`src/hdl/u8s8_dot_product_tile_accumulator_defines.svh`:
```
// Assertion macros shared by the dot product tile accumulator RTL.
// Each macro expects clk and rst_n to be visible where it is used.
`ifndef U8S8_DOT_PRODUCT_TILE_ACCUMULATOR_DEFINES_SVH
`define U8S8_DOT_PRODUCT_TILE_ACCUMULATOR_DEFINES_SVH

// Same-cycle implication, checked outside reset.
`define U8S8DP_ASSERT_IMP(lbl, ante, cons, msg) \
  lbl: assert property (@(posedge clk) disable iff (!rst_n) (ante) |-> (cons)) \
    else $error(msg);

// Next-cycle implication, checked outside reset.
`define U8S8DP_ASSERT_NXT(lbl, ante, cons, msg) \
  lbl: assert property (@(posedge clk) disable iff (!rst_n) (ante) |=> (cons)) \
    else $error(msg);

`endif

```
`src/hdl/u8s8dp_pkg.sv`:
```
// Package for the dot product tile accumulator: sizes, command codes,
// register indexes and the lane control struct. No dependencies.
package u8s8dp_pkg;

  localparam int LANES     = 8;
  localparam int LANE_W    = 3;
  localparam int ACC_W     = 32;
  localparam int QUAD_W    = 32;
  localparam int CFG_IDX_W = 1;

  localparam int IN_TDATA_W  = 424;
  localparam int IN_TUSER_W  = 2;
  localparam int OUT_TDATA_W = 40;

  // Bit offsets of the input fields in in_tdata.
  localparam int LANE_LSB  = 0;
  localparam int ROW_LSB   = 3;
  localparam int COL_LSB   = 35;
  localparam int ZP_LSB    = 67;
  localparam int PRIOR_LSB = 99;
  localparam int AQ_LSB    = 131;
  localparam int B_LSB     = 163;
  localparam int B_W       = LANES * QUAD_W;

  localparam logic [CFG_IDX_W-1:0] REG_ZERO_MODE = 1'd0;
  localparam logic [CFG_IDX_W-1:0] REG_USE_CZP   = 1'd1;

  typedef enum logic [1:0] {
    CMD_INIT = 2'd0,
    CMD_QUAD = 2'd1,
    CMD_EMIT = 2'd2
  } cmd_t;

  typedef struct packed {
    logic cap;
    logic add;
    logic load;
  } lane_ctl_t;

  typedef struct packed {
    logic [LANE_W-1:0] lane;
    logic [ACC_W-1:0]  c_value;
  } result_t;

endpackage

```
`src/hdl/u8s8dp_merge_q.sv`:
```
// Emit merge and result queue: adds prior_c to the selected lane value unless
// zero_mode is set, and holds up to two results for output. Uses u8s8dp_pkg.
`include "u8s8_dot_product_tile_accumulator_defines.svh"

module u8s8dp_merge_q (
  input  logic                              clk,
  input  logic                              rst_n,
  input  logic                              push,
  input  logic [u8s8dp_pkg::ACC_W-1:0]       acc_sel,
  input  logic [u8s8dp_pkg::ACC_W-1:0]       prior_c,
  input  logic [u8s8dp_pkg::LANE_W-1:0]      lane,
  input  logic                              zero_mode,
  output logic                              full,
  output logic                              out_tvalid,
  input  logic                              out_tready,
  output logic [u8s8dp_pkg::OUT_TDATA_W-1:0] out_tdata
);
  import u8s8dp_pkg::*;

  result_t     mem_r [2];
  result_t     res;
  logic        wr_ptr_r, wr_ptr_nxt;
  logic        rd_ptr_r, rd_ptr_nxt;
  logic [1:0]  cnt_r, cnt_nxt;
  logic        pop;

  assign res.lane    = lane;
  assign res.c_value = zero_mode ? acc_sel : acc_sel + prior_c;

  assign out_tvalid = (cnt_r != 2'd0);
  assign full       = (cnt_r == 2'd2);
  assign pop        = out_tvalid && out_tready;
  assign out_tdata  = {{(OUT_TDATA_W - $bits(result_t)){1'b0}}, mem_r[rd_ptr_r]};

  always_comb begin
    wr_ptr_nxt = push ? ~wr_ptr_r : wr_ptr_r;
    rd_ptr_nxt = pop ? ~rd_ptr_r : rd_ptr_r;
    cnt_nxt    = cnt_r + 2'(push) - 2'(pop);
  end

  always_ff @(posedge clk) begin
    if (!rst_n) begin
      wr_ptr_r <= 1'b0;
      rd_ptr_r <= 1'b0;
      cnt_r    <= 2'd0;
    end else begin
      wr_ptr_r <= wr_ptr_nxt;
      rd_ptr_r <= rd_ptr_nxt;
      cnt_r    <= cnt_nxt;
    end
  end

  always_ff @(posedge clk) begin
    if (push) begin
      mem_r[wr_ptr_r] <= res;
    end
  end

  `U8S8DP_ASSERT_IMP(a_no_push_full, push, cnt_r != 2'd2, "result pushed into a full queue")
  `U8S8DP_ASSERT_NXT(a_pop_drains, pop && !push, cnt_r == $past(cnt_r) - 2'd1,
                     "queue count did not drop after a transfer")

endmodule

```
`config.mk`:
```
export PLATFORM = sky130hd
export DESIGN_NAME = u8s8dp_merge_q
export DESIGN_NICKNAME = d
export VERILOG_FILES = /design/src/hdl/u8s8dp_pkg.sv /design/src/hdl/u8s8dp_merge_q.sv
export VERILOG_INCLUDE_DIRS = /design/src /design/src/hdl
export SDC_FILE = /design/constraint.sdc
export NUM_CORES = 1
export LEC_CHECK = 0
export BUFFER_PORTS_ARGS = -buffer_cell sky130_fd_sc_hd__buf_2
export CORE_MARGIN = 1
export CORE_UTILIZATION = 55
export DETAILED_ROUTE_END_ITERATION = 10
export PLACE_DENSITY = 0.81
export REMOVE_ABC_BUFFERS = 1
export SLEW_MARGIN = 10
export SYNTH_ARGS = -nofsm -noshare
export SYNTH_HDL_FRONTEND = slang
export SYNTH_SLANG_ARGS = --single-unit
```
`constraint.sdc`:
```
create_clock -name clk -period 3.5 [get_ports clk]
set_input_delay 0.525 -clock clk [delete_from_list [all_inputs] [get_ports clk]]
set_output_delay 0.525 -clock clk [all_outputs]
set_load 0.03 [all_outputs]
```
==> results.md <==
* Crit Path Max Fanout at 3
* DR WL/cell at between 15 and 20 µm
* Asr flop ratio synth at 0
* Die W at ~96 µm
* Gpl congestion at just under 0.9
* Leak Pwr at roughly 0.0023 µW
* Switch share at 0.368
* Vias in the first global route at roughly 3,800
* Worst-Skew Late Latency at approximately 0.35 ns
* Met3 wire length at around 650 µm
* Post-layout min period at 2.84 ns
* Avg Vias per Cell at a little under 6
* Combinational power share at 0.386
* Post-Syn Area at slightly below 5000 µm²
* Non-filler cells in the finished layout at around 670
* Inserted Clock Buffers at 9
* Final setup viols at 0
* Initial antenna violation count at 0
* Post-route ant nets at 0
* Post-Synthesis Cells at roughly 460
* Global-route wire length before repair at roughly 18,000 µm
* Outcome: completed
* RSZ-0062 raised after global routing: false
* Slew Limit Fails at 0
* Largest net degree at the start of global routing at 44
* Critical Path RT at roughly 3.6 ns
* Met2 routed WL at 5470 µm
* Setup TNS at 0 ns
* Final core utilization at 0.677
* # H-tree levels at 3
* Sequential Power Share at 0.380
* Met1 WL at between 4000 and 5000 µm
* Slew @ Worst Pin at 1.07 ns
* Final non-filler cell area at about 5700 µm²
* Post-Place Cells at approximately 660
* Total GRT Usage at 0.258
* WP buf/inv at 1
* DIE HEIGHT at roughly 96 µm
* Post-DP Area at 5470 µm²
* CORE AREA at between 8000 and 9000 µm²
* Detailed Routing Iterations Pass 1 at 5
* Rows at 33
* Post-CTS Setup Bufs at 0
* Max Used Layer: met4
* Hold WS at about 0.36 ns
* Worst-path clk slew at 0.08 ns
* Hold Fails Final Rpt at 0
* Input/output buffers at ~110
* Slowest cell on crit path: a311oi_1
* Sequential element share of the synthesized area at 0.454
* Max Cap Violations at 0
* WS Path Type: input port to register
* CTS Hold Buffers Added at 0
* CP top delay family: compound AO/OA/AOI/OAI gates
* Synth area leaders: edfxtp_1 43%, mux2_2 8.6%, ha_1 8.5%, o21ai_0 4.2%, nand2_1 3.8%
* Maximum clock rate at around 0.35 GHz
* VDD IR-drop max at 0.245 mV
* Syn Area/Cell at around 11 µm²
* Post_cts resized at 0
* Net switching power at 1070 µW
* Hold Path Class: input port to register
* WP data arrival at ~3 ns
* Initial DRC count at 264
* Vias at ~3,900
* Post-synth EDFFs at 70
* CTS root buf: clkbuf_8
* # clock sinks at 75
* Area Growth Syn to Fin at 16.9%
* Final Cycle Share at 0.811
* Cell taking the most area after synthesis: edfxtp_1
* CTS tree: built
* GR Overflow Total at 0
* Proportion of layout cells with a drive suffix above 1 at 0.313
* Worst path cell trace: buf_2, ha_1, fa_1, a21o_1, a221oi_2, or4_4, a211oi_2, o211ai_1, a21oi_1, a311oi_1
* Rel. slew slack at 0.283
* N_diodes at 0
* Worst Setup Start Kind: input port
* Detailed Route WL at 11,200 µm
* HPWL after detailed placement at between 8000 and 9000 µm
* Most used DFF post-synth: edfxtp_1
* Worst Clk Skew at roughly 0.017 ns
* Clk pwr share at 0.234
* Nets at between 600 and 700
* CP endpoint kind: register
* Worst-case clock buffer depth at 2
* I/O pins at 114
* Pwr dens at approximately 510 nW/µm²
* Largest stage delay, worst path at 0.45 ns
* # DRC at 0
* Internal cell power at approximately 1800 µW
* Number of synthesized register bits at 75
* Full die area at between 9000 and 10,000 µm²
* Distinct cell type count after synthesis at between 50 and 60
* Initial Util at 0.579
* YS warnings at 0
* Yosys top cell area share at 0.433
==> cells in the mapped netlist, drive strengths merged (7+ instances only) <==
cell type,number
o21ai,44
mux2,37
clkbuf,15
a21oi,33
ha,33
nor2b,14
nand2,49
a21o,14
inv,7
xor2,11
edfxtp,70
nor2,24
xnor2,15
==> placed cells by master, fill, tap and decap left out, drive strengths merged, types with 6 or more instances in the layout <==
master and n:
inv 9, clkbuf 11, ha 33, nor2b 14, o21bai 6, nor2 24
a21o 14, a211oi 6, nand2 49, edfxtp 70, nor3 6, xnor2 15
buf 111, a21oi 33, xor2 11, mux2 37, o21ai 44, nand4 6
==> path summary, 6_finish.rpt <==
check	slack, ns	from	end	depth (start not counted)
max	0.66	acc_sel[0]	mem_r[0][26]	10
min	0.36	lane[1]	mem_r[1][33]	1
max reg2reg	1.70	cnt_r[0]	cnt_r[1]	8
min reg2reg	0.55	rd_ptr_r	rd_ptr_r	2
==> flip-flops by register name, summed over array words and instances, names as in the netlist, named ones only <==
register and cells:
rd_ptr_r 1, mem_r 70, wr_ptr_r 1, cnt_r 2
==> layout make-up <==
type	instances	area, µm²
well taps	105	131
flip-flops and latches	75	2200
clock inverters	5	40.0
multi-input cells	357	2550
clock buffers	11	163
inverters	7	26.3
fillers	690	2710
repair buffers	111	563
==> metal layers <==
metal	track usage	up-vias
li1	-	1910
met1	0.335	1816
met5	0	-
met2	0.434	170
met4	0.0808	0
met3	0.0506	19
==> kinds of logic after synthesis <==
kind of cell,count (synthesis),share of synthesized area
simple gates,125,0.123
mux,38,0.0879
xor+xnor,26,0.0469
compound gates,129,0.172
fa+ha+maj,34,0.0892
flops,75,0.454
other cells,1,0.000773
buf+inv,28,0.0258
==> worst reg2reg max path, cell delays in order (launching register included) <==
cell and delay [ns]:
dfxtp_1 0.33, or2_2 0.30, and2_1 0.19, ha_1 0.28, inv_1 0.04, ha_1 0.18, xnor2_1 0.13, xnor2_1 0.12
and2_1 0.15
==> power by group through the flow <==
| stage | clock network [µW] | logic [µW] | registers (µW) |
|---|---|---|---|
| floorplan | 0 | 786 | 1160 |
| global placement | 0 | 1090 | 1130 |
| detailed placement | 0 | 1120 | 1130 |
| CTS | 693 | 1130 | 1110 |
| global route | 737 | 1220 | 1120 |
| finish | 683 | 1120 | 1110 |
==> stage by stage <==
stage / setup slack (ns) / total power, µW
CTS: 0.731 / 2930
detailed placement: 0.357 / 2250
global route: 0.492 / 3070
floorplan: 0.768 / 1940
finish: 0.661 / 2920
global placement: 0.429 / 2220
Note: power is estimated with default switching activity, not from simulation.
