**src/hdl/u8s8_dot_product_tile_accumulator_defines.svh**
```systemverilog
// Assertion macros shared by the dot product tile accumulator RTL.
// Each macro expects clk and rst_n to be visible where it is used.
`ifndef U8S8_DOT_PRODUCT_TILE_ACCUMULATOR_DEFINES_SVH
`define U8S8_DOT_PRODUCT_TILE_ACCUMULATOR_DEFINES_SVH

// Same-cycle implication, checked outside reset.
`define U8S8DP_ASSERT_IMP(lbl, ante, cons, msg) \
  lbl: assert property (@(posedge clk) disable iff (!rst_n) (ante) |-> (cons)) \
    else $error(msg);

// Next-cycle implication, checked outside reset.
`define U8S8DP_ASSERT_NXT(lbl, ante, cons, msg) \
  lbl: assert property (@(posedge clk) disable iff (!rst_n) (ante) |=> (cons)) \
    else $error(msg);

`endif

```
**src/hdl/u8s8dp_pkg.sv**
```systemverilog
// Package for the dot product tile accumulator: sizes, command codes,
// register indexes and the lane control struct. No dependencies.
package u8s8dp_pkg;

  localparam int LANES     = 8;
  localparam int LANE_W    = 3;
  localparam int ACC_W     = 32;
  localparam int QUAD_W    = 32;
  localparam int CFG_IDX_W = 1;

  localparam int IN_TDATA_W  = 424;
  localparam int IN_TUSER_W  = 2;
  localparam int OUT_TDATA_W = 40;

  // Bit offsets of the input fields in in_tdata.
  localparam int LANE_LSB  = 0;
  localparam int ROW_LSB   = 3;
  localparam int COL_LSB   = 35;
  localparam int ZP_LSB    = 67;
  localparam int PRIOR_LSB = 99;
  localparam int AQ_LSB    = 131;
  localparam int B_LSB     = 163;
  localparam int B_W       = LANES * QUAD_W;

  localparam logic [CFG_IDX_W-1:0] REG_ZERO_MODE = 1'd0;
  localparam logic [CFG_IDX_W-1:0] REG_USE_CZP   = 1'd1;

  typedef enum logic [1:0] {
    CMD_INIT = 2'd0,
    CMD_QUAD = 2'd1,
    CMD_EMIT = 2'd2
  } cmd_t;

  typedef struct packed {
    logic cap;
    logic add;
    logic load;
  } lane_ctl_t;

  typedef struct packed {
    logic [LANE_W-1:0] lane;
    logic [ACC_W-1:0]  c_value;
  } result_t;

endpackage

```
**src/hdl/u8s8dp_lane.sv**
```systemverilog
// One column lane: four byte products registered, then pair sums
// saturated to 16 bits and added to the lane accumulator. Uses u8s8dp_pkg.
module u8s8dp_lane (
  input  logic                         clk,
  input  logic                         rst_n,
  input  u8s8dp_pkg::lane_ctl_t        ctl,
  input  logic [u8s8dp_pkg::QUAD_W-1:0] a_quad,
  input  logic [u8s8dp_pkg::QUAD_W-1:0] b_quad,
  input  logic [u8s8dp_pkg::ACC_W-1:0]  init_value,
  output logic [u8s8dp_pkg::ACC_W-1:0]  acc
);
  import u8s8dp_pkg::*;

  function automatic logic signed [15:0] sat16(input logic signed [17:0] v);
    if (v > 18'sd32767) begin
      return 16'sh7FFF;
    end else if (v < -18'sd32768) begin
      return -16'sh8000;
    end else begin
      return v[15:0];
    end
  endfunction

  logic signed [16:0] prod_nxt [4];
  logic signed [16:0] prod_r   [4];
  logic signed [17:0] pair0, pair1;
  logic signed [16:0] quad_sum;
  logic [ACC_W-1:0]   acc_r, acc_nxt;

  always_comb begin
    for (int j = 0; j < 4; j++) begin
      prod_nxt[j] = 17'($signed({1'b0, a_quad[8*j +: 8]})) * 17'($signed(b_quad[8*j +: 8]));
    end
  end

  always_ff @(posedge clk) begin
    if (ctl.cap) begin
      for (int j = 0; j < 4; j++) begin
        prod_r[j] <= prod_nxt[j];
      end
    end
  end

  assign pair0    = 18'(prod_r[0]) + 18'(prod_r[1]);
  assign pair1    = 18'(prod_r[2]) + 18'(prod_r[3]);
  assign quad_sum = 17'(sat16(pair0)) + 17'(sat16(pair1));

  always_comb begin
    acc_nxt = acc_r;
    if (ctl.load) begin
      acc_nxt = init_value;
    end else if (ctl.add) begin
      acc_nxt = acc_r + 32'(quad_sum);
    end
  end

  always_ff @(posedge clk) begin
    if (!rst_n) begin
      acc_r <= '0;
    end else begin
      acc_r <= acc_nxt;
    end
  end

  assign acc = acc_r;

endmodule

```
**config.mk**
```make
export PLATFORM = sky130hd
export DESIGN_NAME = u8s8dp_lane
export DESIGN_NICKNAME = d
export VERILOG_FILES = /design/src/hdl/u8s8_dot_product_tile_accumulator_defines.svh /design/src/hdl/u8s8dp_pkg.sv /design/src/hdl/u8s8dp_lane.sv
export SDC_FILE = /design/constraint.sdc
export NUM_CORES = 1
export LEC_CHECK = 0
export BUFFER_PORTS_ARGS = -buffer_cell sky130_fd_sc_hd__buf_2
export CORE_MARGIN = 3
export CORE_UTILIZATION = 30
export CTS_BUF_LIST = sky130_fd_sc_hd__clkbuf_2 sky130_fd_sc_hd__clkbuf_4 sky130_fd_sc_hd__clkbuf_8
export CTS_CLUSTER_DIAMETER = 60
export CTS_CLUSTER_SIZE = 25
export DETAILED_ROUTE_END_ITERATION = 7
export PLACE_DENSITY = 0.46
export SLEW_MARGIN = 20
export SYNTH_ARGS = -nofsm -noshare
export SYNTH_HDL_FRONTEND = slang
export SYNTH_SLANG_ARGS = --single-unit
export TNS_END_PERCENT = 50
```
**constraint.sdc**
```tcl
create_clock -name clk -period 24 [get_ports clk]
set_clock_uncertainty 0.2 [all_clocks]
set_input_delay 4.8 -clock clk [delete_from_list [all_inputs] [get_ports clk]]
set_output_delay 4.8 -clock clk [all_outputs]
set_load 0.005 [all_outputs]
```
==> flow_summary.toml, run 1 <==
[worst_hold_path]
hold_depth = 2
whs_endpoint = "acc[29]"
min-delay-start = "acc[29]"
hold_path_class = "reg2reg"

[synthesis]
yosysWarnings = 0
synth_ff_type = "edfxtp_1"
ys_async_sr_fraction_pct = 0
ys_seq_area_share_pct = 16.9
synthesis.area_sq_um = 15900
syn_area_per_cell_sq_um = 8.99
synth-seq-cells = 100
yosysUniqueCellTypes = 72
synth_compound_area_share_pct = 15.2
synth_edf_count = 68
synthAdderAreaFrac_pct = 39.0
yosys.area.top_type_share_pct = 19.9
syn_inst = 1771
synth_top_area_cell = "ha_1"
synthMuxAreaShare_pct = 0.511
synth-xor-area-share_pct = 6.05
synth_area_leaders = "ha_1 (20%), fa_1 (19%), edfxtp_1 (13%)"
yosys.area_share.simple_pct = 15.9
synth_fp_nets = 2277
synth_top_family_by_area = "adder cells"

[clock_tree]
holdBufCountCts = 0
clock_latency_ns = 0.39
clkTransAtPathRegs_ns = 0.09
numCtsBuffers = 9
cts_resized = 0
cts-root-buf = "clkbuf_8"
clk_path_buf_depth = 2
clkSinkCount = 100
cts_post_setup_buffers_inserted = 0
cts_tree = "built"
ctsHtreeMaxLevel = 3

[sta]
tns_ns = 0
maxSlewViolCount = 0
holdWs_ns = 0.353
tightest_slew_ns = 0.951
hold_violations = 0
period_minus_slack_ns = 9.15
relSlewSlack_pct = 36.5
fmax_mhz = 109
setup_viol = 0
rsz0062_at_grt = "no"
fin_crit_sh_pct = 38.1

[drt]
top_layer_used = "met4"
vias = 12300
ant_nets = 0
wl_mm = 37.5
drt_first_pass_iters = 5
dr.first_iter.drc_count = 513
m1WireLength_mm = 19.2
drc_errors = 0
met2_length_mm = 16.8
wl_met3_mm = 1.20
wl_per_cell_um = 14.5
viasPerCell = 4.77

[setup_path]
worstPathArrival_ns = 9.09
cp-end-kind = "register"
reg2reg_from = "prod_r[1][0]"
timing.rr.end = "acc[31]"
worstSetupPathType = "in2reg"
ff2ff_setup_slack_ns = 15.59
crit_path_start_kind = "primary input"
crit_required_ns = 23.94
critPathMaxFanout = 8
rr_worst_depth = 31

[placed_design]
port_buffers = 132
gp_congestion = 0.835
dp_hpwl_mm = 31.8
placed_area_sq_um = 17400

[floorplanning]
fp.dieArea_sq_um = 55900
fp.dieH_um = 236
fp.dieW_um = 236
ios = 133
coreArea_sq_um = 51900
num_rows = 83
start_util_pct = 30.7

[final_layout]
num_antenna_cells = 0
nFillCells = 5482
areaGrowthSynthToFinish_pct = 10.2
nets = 2398
final_util_pct = 33.8
fin_area_sq_um = 17500
drive_gt1_share_pct = 8.65

[global_route]
grt_max_degree = 69
grt_pass1_wl_mm = 63.8
grt_pass1_vias = 12500
antenna_found_initial = 0
gr-total-overflow = 0
track_usage_pct = 13.7

[run]
drv_cap = 0

[outcome]
status = "complete, no violations"
## flip-flops by register name, indices dropped and copies added, names as in the netlist
name,cells
prod_r,68
acc,32
## per-layer routing
layer	vias up	global-route usage, %
li1	6262	-
met1	5843	20.1
met2	174	21.9
met3	15	1.70
met4	0	1.96
met5	-	0
## worst max path at each step
stage,start,end,slack [ns],cells past startpoint
2_1_floorplan,b_quad[18],prod_r[2][16],14.75,18
5_1_grt,b_quad[18],prod_r[2][16],14.70,19
4_1_cts,b_quad[18],prod_r[2][16],14.87,19
3_5_place_dp,b_quad[18],prod_r[2][16],14.43,19
6_report,b_quad[18],prod_r[2][16],14.85,19
3_3_place_gp,b_quad[18],prod_r[2][16],14.43,19
## cells in the final DEF (no fill, tap or decap), types with 73 or more instances in the layout
| master | n |
|---|---|
| a21oi_1 | 105 |
| and2_1 | 159 |
| buf_2 | 132 |
| fa_1 | 152 |
| ha_1 | 253 |
| inv_1 | 248 |
| nand2_1 | 140 |
| nor2_1 | 82 |
| o21ai_0 | 73 |
| xnor2_1 | 74 |
## cells by family after synthesis
| logic type | Yosys count |
|---|---|
| simple gates | 499 |
| fa+ha+maj | 405 |
| compound gates | 375 |
| buf+inv | 274 |
| xor+xnor | 110 |
| flops | 100 |
| mux | 8 |
## critical path: stages
cell,delay (ns)
buf_2,0.13
and2_1,0.18
fa_1,0.54
inv_1,0.06
fa_1,0.53
inv_1,0.05
fa_1,0.47
inv_1,0.05
fa_1,0.47
inv_1,0.04
ha_1,0.29
inv_1,0.07
o21ai_0,0.12
a21o_1,0.20
a21o_1,0.19
a21o_1,0.19
a41o_1,0.25
o41a_1,0.32
xnor2_1,0.13
## cell usage after synthesis, types with 3 or more instances
master / number
a2111oi_0: 3
a211o_1: 5
a211oi_1: 13
a21boi_0: 6
a21o_1: 42
a21oi_1: 105
a221oi_1: 4
a31oi_1: 14
a41o_1: 3
a41oi_1: 7
and2_1: 159
and3_1: 12
buf_2: 4
clkbuf_1: 20
dfxtp_1: 32
edfxtp_1: 68
fa_1: 152
ha_1: 253
inv_1: 248
mux2i_1: 7
nand2_1: 140
nand2b_1: 24
nand3_1: 22
nor2_1: 82
nor2b_1: 16
nor3_1: 19
nor4_1: 4
o2111ai_1: 7
o211a_1: 3
o211ai_1: 3
o21a_1: 12
o21ai_0: 73
o21ai_1: 25
o21bai_1: 9
o311ai_0: 3
o31ai_1: 5
o41a_1: 4
or2_2: 6
or3_1: 5
xnor2_1: 74
xor2_1: 36
## area by class of cell
cell class / count / area (sq um) / share of cell area (%)
Tap cell: 680 / 851 / 4.85
Sequential cell: 100 / 2680 / 15.3
Clock buffer: 10 / 131 / 0.749
Timing Repair Buffer: 135 / 683 / 3.89
Clock inverter: 6 / 63.8 / 0.364
Multi-Input combinational cell: 1397 / 12200 / 69.5
Inverter: 249 / 935 / 5.33
## through the flow
stage / setup WS [ns] / std cells
5_1_grt: 14.70 / 2577
3_5_place_dp: 14.43 / 2561
4_1_cts: 14.87 / 2577
2_1_floorplan: 14.75 / 1771
6_report: 14.85 / 2577
3_3_place_gp: 14.43 / 2561
Power of run 1 is not shown: default switching activity piles up to over one toggle a cycle in this logic, so the estimate is an artifact.
==> run 2, diff against run 1 <==
- PLACE_DENSITY: 0.46 -> 0.47
- clock period: 24 -> 7.7 ns (I/O delays scaled with it)
==> run 2 against run 1 <==
Core utilization increased by 0.40 points. First-iteration DRC count down 16%. Sequential share of layout area decreased by 0.18 points. Count of clock-buffer cells in the layout shrank 1. Flip-flop and latch count did not move. Worst hold slack improved by 0.0069 ns. Critical path depth rose by 11. Wire length is 2.7% higher. Register-to-register slack worse by 15 ns. Global-route usage increased by 0.18 points. Critical path type is now reg2reg. Die area did not move. Cell area increased by 1.2%.
==> flow_summary.toml, run 2 (synthesis results as in run 1) <==
[drt]
wl_per_cell_um = 14.8
vias = 12500
dr.first_iter.drc_count = 431
ant_nets = 0
wl_mm = 38.5
drt_first_pass_iters = 4
viasPerCell = 4.82
drc_errors = 0

[global_route]
antenna_found_initial = 0
grt_max_degree = 69
grt_pass1_wl_mm = 64.8
grt_pass1_vias = 12700
gr-total-overflow = 0
track_usage_pct = 13.8

[setup_path]
critPathMaxFanout = 11
cp_slowest_cell = "or4b_1"
crit_path_start_kind = "register"
worstSetupPathType = "reg2reg"
crit_required_ns = 7.84
cp-end-kind = "register"
worstPathArrival_ns = 7.45
cp_slowest_stage_delay_ns = 0.58

[sta]
period_minus_slack_ns = 7.31
setup_viol = 0
hold_violations = 0
maxSlewViolCount = 0
fin_crit_sh_pct = 94.9
tightest_slew_ns = 0.965
fmax_mhz = 137
relSlewSlack_pct = 35.6
tns_ns = 0
setup_slack_ns = 0.390

[floorplanning]
ios = 133
fp.dieArea_sq_um = 55900
start_util_pct = 30.7
fp.dieH_um = 236
coreArea_sq_um = 51900
num_rows = 83
fp.dieW_um = 236

[clock_tree]
numCtsBuffers = 9
clock_latency_ns = 0.41
cts_tree = "built"
clkTransAtPathRegs_ns = 0.12
cts-root-buf = "clkbuf_8"
clkSinkCount = 100
clk_path_buf_depth = 2
ctsHtreeMaxLevel = 3
holdBufCountCts = 0

[placed_design]
gp_congestion = 0.867
place_ws_ns = 0.0206
port_buffers = 132
dp_hpwl_mm = 32.0

[outcome]
status = "complete, no violations"

[final_layout]
nets = 2413
nFillCells = 5406
final_common_cell = "ha_1"
num_antenna_cells = 0
drive_gt1_share_pct = 10.2
largest_reg_flops = 68
areaGrowthSynthToFinish_pct = 11.6
regMostFlops = "prod_r"
final_util_pct = 34.2
final_cell_mix = "ha_1 (250), inv_1 (248), and2_1 (159)"

[worst_hold_path]
hold_path_class = "reg2reg"

[run]
drv_cap = 0
==> run 2: layout make-up <==
type / instances / area, sq um / share of cell area, %
sequential: 100 / 2680 / 15.1
clock inverter: 7 / 66.3 / 0.373
clock buffer: 9 / 124 / 0.698
inverter: 249 / 935 / 5.26
multi-input combinational: 1397 / 12300 / 69.3
tap: 680 / 851 / 4.79
timing repair buffer: 150 / 800 / 4.50
==> run 2: critical path: cells and delay by family, from the launching register on <==
family / cells / cell delay (ns)
fa+ha+maj: 4 / 1.29
xor+xnor: 2 / 0.30
flops: 1 / 0.39
buf+inv: 1 / 0.22
compound gates: 18 / 3.49
simple gates: 5 / 1.35
==> run 2: path summary, 6_finish.rpt <==
check	start	endpoint	slack, ns	cells past startpoint
worst max register to register	prod_r[1][0]	acc[21]	0.39	30
worst min register to register	acc[25]	acc[25]	0.36	2
worst min-delay path	acc[25]	acc[25]	0.36	2
worst max-delay path	prod_r[1][0]	acc[21]	0.39	30
==> run 2: what timing repair did <==
| action | 4_1_cts | 5_1_grt |
|---|---|---|
| endpoints found under the setup margin | 1 | 17 |
| resized for setup | 1 | 19 |
| buffers inserted | 0 | 4 |
| pin swaps | 0 | 6 |
==> run 2: per-stage QoR <==
step	hold WS, ns	instances	cell area (sq um)
final	0.360	2592	17800
after floorplan	0.316	1771	15900
after global placement	0.349	2572	17400
after CTS	0.364	2588	17600
after global routing	0.393	2592	17800
after detailed placement	0.347	2572	17400
==> run 2: routing by layer <==
metal,GRT usage [%],part of all wire (%),vias to the layer above
met3,1.33,2.7,16
met4,2.14,0.72,0
met2,22.3,45,173
li1,-,-,6289
met5,0,0,-
met1,20.5,52,6022
Power of run 2 is left out for the same reason.
==> run 3, diff against run 2 <==
- CORE_MARGIN: 3 -> 2
==> run 3 against run 2 <==
Setup slack better by 0.085 ns. Sequential share of layout area hardly changed. Final cell count hardly changed.
==> flow_summary.toml, run 3 (synthesis results as in run 1) <==
[global_route]
grt_max_degree = 69
track_usage_pct = 14.1
gr-total-overflow = 0
grt_pass1_wl_mm = 63.2
antenna_found_initial = 1
grt_pass1_vias = 12300

[worst_hold_path]
hold_depth = 2
min-delay-start = "acc[29]"
hold_path_class = "reg2reg"

[sta]
relSlewSlack_pct = 38.2
period_minus_slack_ns = 7.22
fin_crit_sh_pct = 93.8
tns_ns = 0
maxSlewViolCount = 0
hold_violations = 0
setup_viol = 0
fmax_mhz = 138
tightest_slew_ns = 0.926

[placed_design]
dp_hpwl_mm = 31.9
port_buffers = 132
gp_congestion = 0.841

[setup_path]
crit_path_start_kind = "register"
cp_slowest_stage_delay_ns = 0.56
crit_buf_inv = 1
critPathTopFamily = "compound AO/OA/AOI/OAI gates"
reg2reg_from = "prod_r[1][0]"
worstPathArrival_ns = 7.35
cp-end-kind = "register"
crit_start = "prod_r[1][0]"
cp_slowest_cell = "or4b_4"
rr_worst_depth = 30
worstSetupPathType = "reg2reg"
crit_required_ns = 7.83
critPathMaxFanout = 11
cp.depth = 30

[clock_tree]
ctsHtreeMaxLevel = 3
clk_path_buf_depth = 2
numCtsBuffers = 9
cts_tree = "built"
clock_latency_ns = 0.40
clkSinkCount = 100
cts-root-buf = "clkbuf_8"
clkTransAtPathRegs_ns = 0.12

[final_layout]
regMostFlops = "prod_r"
drive_gt1_share_pct = 10.1
num_antenna_cells = 0
largest_reg_flops = 68
final_cell_mix = "ha_1 (251), inv_1 (248), and2_1 (159)"
areaGrowthSynthToFinish_pct = 11.3
final_common_cell = "ha_1"
nFillCells = 5511
nets = 2408

[drt]
drc_errors = 0
drt_first_pass_iters = 5
vias = 12500
wl_mm = 38.5
ant_nets = 0
viasPerCell = 4.81
wl_per_cell_um = 14.8
dr.first_iter.drc_count = 475

[floorplanning]
fp.dieW_um = 234
ios = 133
coreArea_sq_um = 52600
fp.dieArea_sq_um = 54900
start_util_pct = 30.3
num_rows = 84
fp.dieH_um = 234

[outcome]
status = "complete, no violations"

[run]
drv_cap = 0
## run 3: cell types whose count changed in the layout (fill, tap and decap cells not counted), moves of 2 or more
cell	delta
inv_6	-4
a211oi_2	+2
clkinv_4	+4
buf_4	-5
## run 3: worst register-to-register path: cells and delay by family, from the launching register on
kind / cells / cell delay [ns]
XOR/XNOR: 2 / 0.31
flip-flops: 1 / 0.39
adder cells (fa/ha/maj): 4 / 1.30
AND/OR/NAND/NOR: 5 / 1.34
buffers and inverters: 1 / 0.20
AO/OA/AOI/OAI: 18 / 3.42
## run 3: worst paths after layout
check | endpoint | slack, ns
setup / recovery | acc[21] | 0.48
hold / removal | acc[29] | 0.36
setup reg to reg | acc[21] | 0.48
hold reg to reg | acc[29] | 0.36
## run 3: repair_timing
action / 4_1_cts / 5_1_grt
hold buffers: 0 / 0
gates resized for setup: 2 / 21
endpoints found under the setup margin: 2 / 16
pin swaps: 0 / 8
buffers inserted: 0 / 2
## run 3: layout make-up
| cell class | count | area (sq um) | share of cell area [%] |
|---|---|---|---|
| Timing Repair Buffer | 145 | 762 | 4.30 |
| Multi-Input combinational cell | 1397 | 12300 | 69.4 |
| Sequential cell | 100 | 2680 | 15.1 |
| Inverter | 249 | 935 | 5.27 |
| Clock inverter | 6 | 57.6 | 0.325 |
| Clock buffer | 9 | 124 | 0.699 |
| Tap cell | 688 | 861 | 4.86 |
## run 3: per-stage QoR
stage	cells	instance area (sq um)	setup WS [ns]	hold WS (ns)	utilization [%]
2_1_floorplan	1771	15900	0.205	0.316	-
3_3_place_gp	2577	17400	0.119	0.348	33.2
3_5_place_dp	2577	17400	-0.0184	0.349	33.2
4_1_cts	2592	17600	0.0717	0.372	33.5
5_1_grt	2594	17700	-0.0425	0.390	33.7
6_report	2594	17700	0.475	0.363	33.7
## run 3: routing by layer
layer  vias to the layer above  track usage, %  wire length [um]
met3                        17            1.17              1190
met2                       213            22.8             17200
met5                         -               0                 0
li1                       6277               -                 -
met1                      5966            21.0             19800
met4                         0            2.08               298
Power of run 3 is left out for the same reason.
